[src/rtl/dsj_pkg.sv]
package dsj_pkg;

   localparam int NODE_W = 10;
   localparam int RANK_W = 4;

   typedef logic [NODE_W-1:0] node_type;
   typedef logic [RANK_W-1:0] rank_type;

   localparam rank_type RANK_MAX = 4'd15;

   localparam logic FUNC_FIND  = 1'b0;
   localparam logic FUNC_UNION = 1'b1;

   typedef struct packed {
      logic     func;
      node_type node_a;
      node_type node_b;
   } req_type;

   typedef struct packed {
      node_type root;
      logic     merged;
   } rsp_type;

   typedef enum logic [3:0] {
      ST_CLEAR,
      ST_IDLE,
      ST_FIND,
      ST_WALK,
      ST_COMP,
      ST_RANK_A,
      ST_RANK_B,
      ST_LINK,
      ST_DONE
   } state_type;

endpackage

[src/rtl/dsj_seq.sv]
module dsj_seq #(
   parameter int DEPTH = 1024,
   parameter int AW    = 10
) (
   input  logic                  clock,
   input  logic                  reset,
   input  logic                  req_valid,
   input  dsj_pkg::req_type      req_data,
   output logic                  req_stall,
   input  logic                  out_free,
   output logic                  done,
   output dsj_pkg::rsp_type      res,
   output logic [AW-1:0]         par_rd_addr,
   input  logic [AW-1:0]         par_rd_data,
   output logic                  par_we,
   output logic [AW-1:0]         par_wr_addr,
   output logic [AW-1:0]         par_wr_data,
   output logic [AW-1:0]         rank_rd_addr,
   input  dsj_pkg::rank_type     rank_rd_data,
   output logic                  rank_we,
   output logic [AW-1:0]         rank_wr_addr,
   output dsj_pkg::rank_type     rank_wr_data
);

   localparam logic [dsj_pkg::NODE_W:0] DEPTH_L = (dsj_pkg::NODE_W + 1)'(DEPTH);
   localparam logic [AW-1:0] CLR_LAST = AW'(DEPTH - 1);

   dsj_pkg::state_type state_ff, state_in;
   logic [AW-1:0]      clr_ff, clr_in;
   logic               func_ff, func_in;
   logic               phase_ff, phase_in;
   dsj_pkg::node_type  b_ff, b_in;
   dsj_pkg::node_type  cur_ff, cur_in;
   dsj_pkg::node_type  start_ff, start_in;
   dsj_pkg::node_type  root_ff, root_in;
   dsj_pkg::node_type  ra_ff, ra_in;
   dsj_pkg::node_type  rb_ff, rb_in;
   dsj_pkg::rank_type  rank_a_ff, rank_a_in;
   dsj_pkg::rsp_type   res_ff, res_in;

   dsj_pkg::node_type  par_node;
   logic               fin;
   dsj_pkg::node_type  fin_root;

   function automatic logic in_range(input dsj_pkg::node_type x);
      return {1'b0, x} < DEPTH_L;
   endfunction

   assign par_node = dsj_pkg::node_type'(par_rd_data);

   always_ff @(posedge clock) begin
      if (reset) begin
         state_ff <= dsj_pkg::ST_CLEAR;
         clr_ff   <= '0;
      end else begin
         state_ff <= state_in;
         clr_ff   <= clr_in;
      end
      func_ff   <= func_in;
      phase_ff  <= phase_in;
      b_ff      <= b_in;
      cur_ff    <= cur_in;
      start_ff  <= start_in;
      root_ff   <= root_in;
      ra_ff     <= ra_in;
      rb_ff     <= rb_in;
      rank_a_ff <= rank_a_in;
      res_ff    <= res_in;
   end

   always_comb begin
      state_in     = state_ff;
      clr_in       = clr_ff;
      func_in      = func_ff;
      phase_in     = phase_ff;
      b_in         = b_ff;
      cur_in       = cur_ff;
      start_in     = start_ff;
      root_in      = root_ff;
      ra_in        = ra_ff;
      rb_in        = rb_ff;
      rank_a_in    = rank_a_ff;
      res_in       = res_ff;
      req_stall    = 1'b1;
      done         = 1'b0;
      par_rd_addr  = cur_ff[AW-1:0];
      par_we       = 1'b0;
      par_wr_addr  = cur_ff[AW-1:0];
      par_wr_data  = root_ff[AW-1:0];
      rank_rd_addr = ra_ff[AW-1:0];
      rank_we      = 1'b0;
      rank_wr_addr = ra_ff[AW-1:0];
      rank_wr_data = rank_a_ff;
      fin          = 1'b0;
      fin_root     = cur_ff;

      case (state_ff)
         dsj_pkg::ST_CLEAR: begin
            par_we       = 1'b1;
            par_wr_addr  = clr_ff;
            par_wr_data  = clr_ff;
            rank_we      = 1'b1;
            rank_wr_addr = clr_ff;
            rank_wr_data = '0;
            clr_in       = clr_ff + AW'(1);
            if (clr_ff == CLR_LAST) begin
               state_in = dsj_pkg::ST_IDLE;
            end
         end
         dsj_pkg::ST_IDLE: begin
            req_stall = 1'b0;
            if (req_valid) begin
               func_in  = req_data.func;
               b_in     = req_data.node_b;
               cur_in   = req_data.node_a;
               start_in = req_data.node_a;
               phase_in = 1'b0;
               state_in = dsj_pkg::ST_FIND;
            end
         end
         dsj_pkg::ST_FIND: begin
            if (!in_range(cur_ff)) begin
               fin      = 1'b1;
               fin_root = cur_ff;
            end else begin
               par_rd_addr = cur_ff[AW-1:0];
               state_in    = dsj_pkg::ST_WALK;
            end
         end
         dsj_pkg::ST_WALK: begin
            if (par_node == cur_ff) begin
               if (start_ff == cur_ff) begin
                  fin      = 1'b1;
                  fin_root = cur_ff;
               end else begin
                  root_in     = cur_ff;
                  cur_in      = start_ff;
                  par_rd_addr = start_ff[AW-1:0];
                  state_in    = dsj_pkg::ST_COMP;
               end
            end else begin
               cur_in      = par_node;
               par_rd_addr = par_rd_data;
            end
         end
         dsj_pkg::ST_COMP: begin
            // point this node at the root and follow its old link
            par_we      = 1'b1;
            par_wr_addr = cur_ff[AW-1:0];
            par_wr_data = root_ff[AW-1:0];
            if (par_node == root_ff) begin
               fin      = 1'b1;
               fin_root = root_ff;
            end else begin
               cur_in      = par_node;
               par_rd_addr = par_rd_data;
            end
         end
         dsj_pkg::ST_RANK_A: begin
            rank_rd_addr = ra_ff[AW-1:0];
            state_in     = dsj_pkg::ST_RANK_B;
         end
         dsj_pkg::ST_RANK_B: begin
            rank_rd_addr = rb_ff[AW-1:0];
            rank_a_in    = rank_rd_data;
            state_in     = dsj_pkg::ST_LINK;
         end
         dsj_pkg::ST_LINK: begin
            par_we = 1'b1;
            if (rank_a_ff < rank_rd_data) begin
               par_wr_addr = ra_ff[AW-1:0];
               par_wr_data = rb_ff[AW-1:0];
               res_in      = '{root: rb_ff, merged: 1'b1};
            end else begin
               par_wr_addr = rb_ff[AW-1:0];
               par_wr_data = ra_ff[AW-1:0];
               res_in      = '{root: ra_ff, merged: 1'b1};
               if (rank_a_ff == rank_rd_data && rank_a_ff != dsj_pkg::RANK_MAX) begin
                  rank_we      = 1'b1;
                  rank_wr_addr = ra_ff[AW-1:0];
                  rank_wr_data = rank_a_ff + dsj_pkg::rank_type'(1);
               end
            end
            state_in = dsj_pkg::ST_DONE;
         end
         dsj_pkg::ST_DONE: begin
            done = 1'b1;
            if (out_free) begin
               state_in = dsj_pkg::ST_IDLE;
            end
         end
         default: begin
            state_in = dsj_pkg::ST_IDLE;
         end
      endcase

      if (fin) begin
         if (!phase_ff) begin
            ra_in = fin_root;
            if (func_ff == dsj_pkg::FUNC_UNION) begin
               phase_in = 1'b1;
               cur_in   = b_ff;
               start_in = b_ff;
               state_in = dsj_pkg::ST_FIND;
            end else begin
               res_in   = '{root: fin_root, merged: 1'b0};
               state_in = dsj_pkg::ST_DONE;
            end
         end else begin
            rb_in = fin_root;
            if (in_range(ra_ff) && in_range(fin_root) && ra_ff != fin_root) begin
               state_in = dsj_pkg::ST_RANK_A;
            end else begin
               res_in   = '{root: ra_ff, merged: 1'b0};
               state_in = dsj_pkg::ST_DONE;
            end
         end
      end
   end

   assign res = res_ff;

   a_reset_clears : assert property (@(posedge clock)
      reset |=> state_ff == dsj_pkg::ST_CLEAR)
      else $error("clearing pass not started after reset");

   a_idle_no_write : assert property (@(posedge clock) disable iff (reset)
      state_ff == dsj_pkg::ST_IDLE |-> !par_we && !rank_we)
      else $error("table write while idle");

   a_link_distinct : assert property (@(posedge clock) disable iff (reset)
      state_ff == dsj_pkg::ST_RANK_A |-> ra_ff != rb_ff && in_range(ra_ff) && in_range(rb_ff))
      else $error("linking roots that are equal or outside the table");

   a_done_holds : assert property (@(posedge clock) disable iff (reset)
      state_ff == dsj_pkg::ST_DONE && !out_free |=> state_ff == dsj_pkg::ST_DONE)
      else $error("result dropped while output slot busy");

   a_link_writes : assert property (@(posedge clock) disable iff (reset)
      state_ff == dsj_pkg::ST_LINK |-> par_we && res_in.merged)
      else $error("merge finished without a parent write");

endmodule

[config.mk]
export PLATFORM = sky130hd
export DESIGN_NAME = dsj_seq
export DESIGN_NICKNAME = d
export VERILOG_FILES = /design/src/rtl/dsj_pkg.sv /design/src/rtl/dsj_seq.sv
export SDC_FILE = /design/constraint.sdc
export NUM_CORES = 1
export LEC_CHECK = 0
export ABC_AREA = 1
export BUFFER_PORTS_ARGS = -buffer_cell sky130_fd_sc_hd__buf_2
export CAP_MARGIN = 20
export CORE_MARGIN = 2
export CORE_UTILIZATION = 52
export CTS_BUF_LIST = sky130_fd_sc_hd__clkbuf_4
export CTS_CLUSTER_DIAMETER = 200
export DETAILED_ROUTE_END_ITERATION = 7
export GPL_ROUTABILITY_DRIVEN = 0
export GPL_TIMING_DRIVEN = 0
export MAX_ROUTING_LAYER = met4
export PLACE_DENSITY = 0.75
export SYNTH_ARGS = -nofsm -noshare
export SYNTH_HDL_FRONTEND = slang
export SYNTH_SLANG_ARGS = --single-unit
[constraint.sdc]
create_clock -name clock -period 6.6 [get_ports clock]
set_input_delay 0.66 -clock clock [delete_from_list [all_inputs] [get_ports clock]]
set_output_delay 0.66 -clock clock [all_outputs]
set_load 0.01 [all_outputs]
* After elaboration in Yosys (flattened, before gate mapping)
Cells that the tools add are included.
** Operators by class
- Add/subtract/negate cells :: 2
- Magnitude comparators :: 1
- Equality and inequality tests :: 21
- Muxes and demuxes :: 56
- Bitwise gates (word level) :: 2
- Reduce and logical (&&, ||, !) cells :: 8
** Operators by type and width (count)
- $mux W10 :: 18
- $mux W11 :: 6
- $pmux W10 S2 :: 3
- $mux W4 :: 11
- $pmux W4 S9 :: 1
- $eq A10 B10 Y1 :: 3
- $pmux W10 S3 :: 1
- $eq A4 B3 Y1 const B :: 4
- $ne A3 B3 Y1 const B :: 5
- $mux W1 :: 13
- $add A10 B1 Y10 const B :: 1
- $eq A10 B10 Y1 const B :: 1
- $ne A10 B10 Y1 :: 1
- $eq A4 B2 Y1 const B :: 2
- $pmux W4 S2 :: 1
- $reduce_and A2 Y1 :: 3
- $reduce_and A6 Y1 :: 1
- $add A4 B1 Y4 const B :: 1
- $eq A4 B1 Y1 const B :: 1
- $eq A4 B4 Y1 :: 1
- $eq A4 B4 Y1 const B :: 1
- $logic_not A4 Y1 :: 1
- $lt A4 B4 Y1 :: 1
- $ne A4 B4 Y1 const B :: 1
- 6 further kinds :: 8
** Storage, ports and cells
- Flip-flop bits (word level) :: 91
- Bits of input ports :: 39
- Output and inout bits :: 69
- Logic and storage cells :: 103

* Logic depth before layout (Yosys ltp)
- Word-level depth :: 7
- Mapped depth :: 19
- Depth with buffers taken out :: 18

* Least setup slack after synthesis
No wires, ideal clock.
- Path type :: input to output
- Start :: input par_rd_data[4]
- End :: output par_rd_addr[0]
- Data arrival time :: 2.297 ns
- Data required time :: 5.940 ns
- Slack :: 3.643 ns
- Stages :: 9
- Path buffers :: 0
- Cells stage by stage :: inv_1 > nor2_1 > nor3_1 > nand3_1 > nor3_2 > nand2_1 > nor2_1 > nand2_1 > nand4_1
** Between the ends
- Cells in the longest elaborated chain, start to end :: 3
- Elaborated cells between the ends (all ways) :: 5
- Classes of those cells :: eq/ne (2); mux (3)
** RTL lines
- start: declaration :: RTL line dsj_seq.sv:14 : input logic [AW-1:0] par_rd_data,
- $eq A10 B10 Y1, on equally long branches :: RTL line dsj_seq.sv:151, dsj_seq.sv:131
- $mux W10, on equally long branches :: RTL line dsj_seq.sv:151, dsj_seq.sv:131
- $pmux W10 S2 (*) :: RTL line dsj_seq.sv:97 : case (state_ff)
- end: declaration :: RTL line dsj_seq.sv:13 : output logic [AW-1:0] par_rd_addr,
Mark *: on every way between the ends. The rest lies on a longest branch, timed or not.

* Worst setup path after layout
- Start :: register cur_ff[4]
- End :: output par_rd_addr[7]
** Between the ends
- Cells in the longest elaborated chain, start to end :: 4
- Elaborated cells between the ends (all ways) :: 5
- Classes of those cells :: eq/ne (2); mux (3)
** RTL lines
- start: declaration :: RTL line dsj_seq.sv:33 : dsj_pkg::node_type cur_ff, cur_in;
- start signal: assignment :: RTL line dsj_seq.sv:62 : cur_ff <= cur_in;
- $eq A10 B10 Y1 :: RTL line dsj_seq.sv:132 : if (start_ff == cur_ff) begin
- $mux W10 :: RTL line dsj_seq.sv:132
- $mux W10 (*) :: RTL line dsj_seq.sv:131 : if (par_node == cur_ff) begin
- $pmux W10 S2 (*) :: RTL line dsj_seq.sv:97
Marks and branches as above.

==> results.md <==
- PwrDens: 378 nW/µm²
- Tmin final: 3970 ps
- TritonCTS Buffers: 9
- WL/cell: 16.8 µm
- Netlist Area Pre-Place: 5870 µm²
- Syn Nets: 882
- GRT Util Overall: 0.321
- Fin. Hold Viols: 0
- Count of flip-flops with a built-in enable after synthesis: 45
- Longest Clk Path Bufs: 2
- Ys Warns: 0
- Global-route wire length before repair: 28600 µm
- Pint: 1.33 mW
- CTS Hold Buffers Added: 0
- Largest fanout on the critical path: 8
- Initial antenna violation count: 0
- Fraction of registers with async set or reset after synthesis: 0
- RSZ-0062 raised after global routing: no
- Register bit total from synthesis: 91
- Nets: 1002
- Core footprint: 10900 µm²
- Area delta synth->final: 14.2%
- Crit Path Class: flip-flop to output port
- Clock power share: 0.107
- WP data required: 5940 ps
- Cell count after synthesis: 837
- Combinational share of power: 0.556
- Initial drt markers: 798
- CTS Sinks: 91
- Setup Viol. Count Final: 0
- Pin count of the biggest net entering global routing: 21
- Congestion Overflow GR: 0
- P_sw: 1.20 mW
- DP HPWL: 14100 µm
- CP Launch Type: flip-flop
- Flop pwr share: 0.337
- Commonest non-fill, non-tap cells in the layout: nand2_1 (225), inv_1 (112), buf_2 (108)
- Inserted Diodes: 0
- Pins Over Slew Limit: 0
- Max-slew headroom: 0.327
- Post-CTS Setup Bufs: 0
- Reg2reg start: cur_ff[4]
- Clock transition at the registers of the reported paths: 150 ps
- Share of the synthesized area in the top cell type: 0.230
- Fin util: 0.613
- H-tree levels: 3
- CTS tree: yes
- Synth Flop Type: dfxtp_1
- Sum of negative setup slack: 0 ps
- CTS root buf: clkbuf_4
- Worst Max-Slew Pin Slew: 1010 ps
- Arrival @ worst endpoint: 3310 ps
- Vias in the first global route: 5795
- Worst Setup End Kind: output port
- Peak VDD IR: 0.237 mV
- Initial Utilization: 0.536
- Status: finished, final reports clean
- IO Port Bufs: 107
- Synth area leader: edfxtp_1
- Vias per inst: 5.72
- DRC Markers: 0
- IO Count: 108
- Area contributors post-synth: edfxtp_1 (23%), dfxtp_1 (16%), nand2_1 (14%)
- Post-synthesis sequential area ratio: 0.387
- Worst Skew: 15.4 ps
- Switching portion of total power: 0.476
- Fmax: 252 MHz
- DRT Pass-1 Iters: 5
- Worst skew pair latency: 470 ps
- Netlist cell types: 45
- Core Rows: 38
- Worst Setup SP: cur_ff[4]
- Die Span Y: 110 µm
- Layout cell share with drive strength beyond 1: 0.168
- Lkg Pwr: 3.29 nW
- Max_cap viols: 0
- Mean Syn Cell Area: 7.01 µm²
- Final ANT Viol Nets: 0
- Hold Crit Class: primary input to flip-flop
- Post-route clock period utilization: 0.601
- Area of the die: 12100 µm²
- Hold wc startpoint: req_data[8]
- DIE WIDTH: 110 µm
- Resized cells post-CTS: 0
- Routed via count: 6303
- Most common cell after layout, fill and taps aside: nand2_1
- Post-Route WL: 18500 µm
## final cells by class
class	instances	area [µm²]
Sequential cell	91	2270
Multi-Input combinational cell	595	3000
Timing Repair Buffer	109	554
Fill cell	1076	4240
Tap cell	140	175
Inverter	121	454
Buffer	30	145
Clock inverter	5	21.3
Clock buffer	11	82.6
## power groups by stage
stage / logic [mW] / registers [mW] / clock network (mW)
5_1_grt: 1.56 / 0.866 / 0.292
2_1_floorplan: 0.907 / 0.843 / 0
3_5_place_dp: 1.38 / 0.863 / 0
3_3_place_gp: 1.36 / 0.862 / 0
6_report: 1.41 / 0.853 / 0.272
4_1_cts: 1.38 / 0.850 / 0.275
## worst max-delay path, cell delays in order, from the launching register on
cell and delay [ps]:
dfxtp_1 380, inv_1 210, nor2_1 70, nor3_1 420
nand3_1 180, nor3_2 330, nand2_1 110, nor2_1 590
buf_6 230, nand2_1 70, nand4_1 110, buf_2 140
## registers in the layout (all words and copies together) (netlist names), 10 cells and up
name      count
b_ff         10
res          11
ra_ff        10
root_ff      10
cur_ff       10
rb_ff        10
clr_ff       10
start_ff     10
## Yosys cell counts (5+ instances only)
master and instances:
inv_2 7, or2_1 9, nor2_2 6, nand2_1 225
o31ai_1 5, nand3_1 41, xor2_1 6, edfxtp_1 45
o22ai_1 10, nand4_1 28, nand3b_1 9, dfxtp_1 46
a21oi_1 36, clkbuf_1 23, o21bai_1 10, nand2_2 6
o21ai_0 92, ha_1 6, inv_1 112, o211ai_1 11
nor2_1 50, xnor2_1 10, nor3_1 14
## worst paths after layout
check / slack (ps) / cells past startpoint / end
max: 2630 / 11 / par_rd_addr[7]
min: 350 / 1 / b_ff[8]
max reg2reg: 3640 / 9 / ra_ff[4]
min reg2reg: 450 / 0 / root_ff[7]
## logic make-up after synthesis
family,share of synthesized area
flip-flops,0.387
buffers and inverters,0.102
AO/OA/AOI/OAI,0.163
XOR/XNOR,0.0239
AND/OR/NAND/NOR,0.309
adder cells (fa/ha/maj),0.0128
multiplexers,0.00171
## stage by stage
step	power, mW	instances	hold slack (ps)	setup WS, ps	instance area [µm²]
2_1_floorplan	1.75	837	406	3640	5870
5_1_grt	2.72	1102	337	2410	6700
3_3_place_gp	2.22	1084	410	2600	6580
4_1_cts	2.51	1102	346	2620	6700
3_5_place_dp	2.24	1086	415	2840	6600
6_report	2.53	1102	353	2630	6700
## metal layers
metal | track usage | share of wire
met5 | - | 0
met4 | 0.118 | 0.028
met3 | 0.0653 | 0.11
met2 | 0.502 | 0.46
met1 | 0.415 | 0.40
Power figures use the tool's default switching activity.
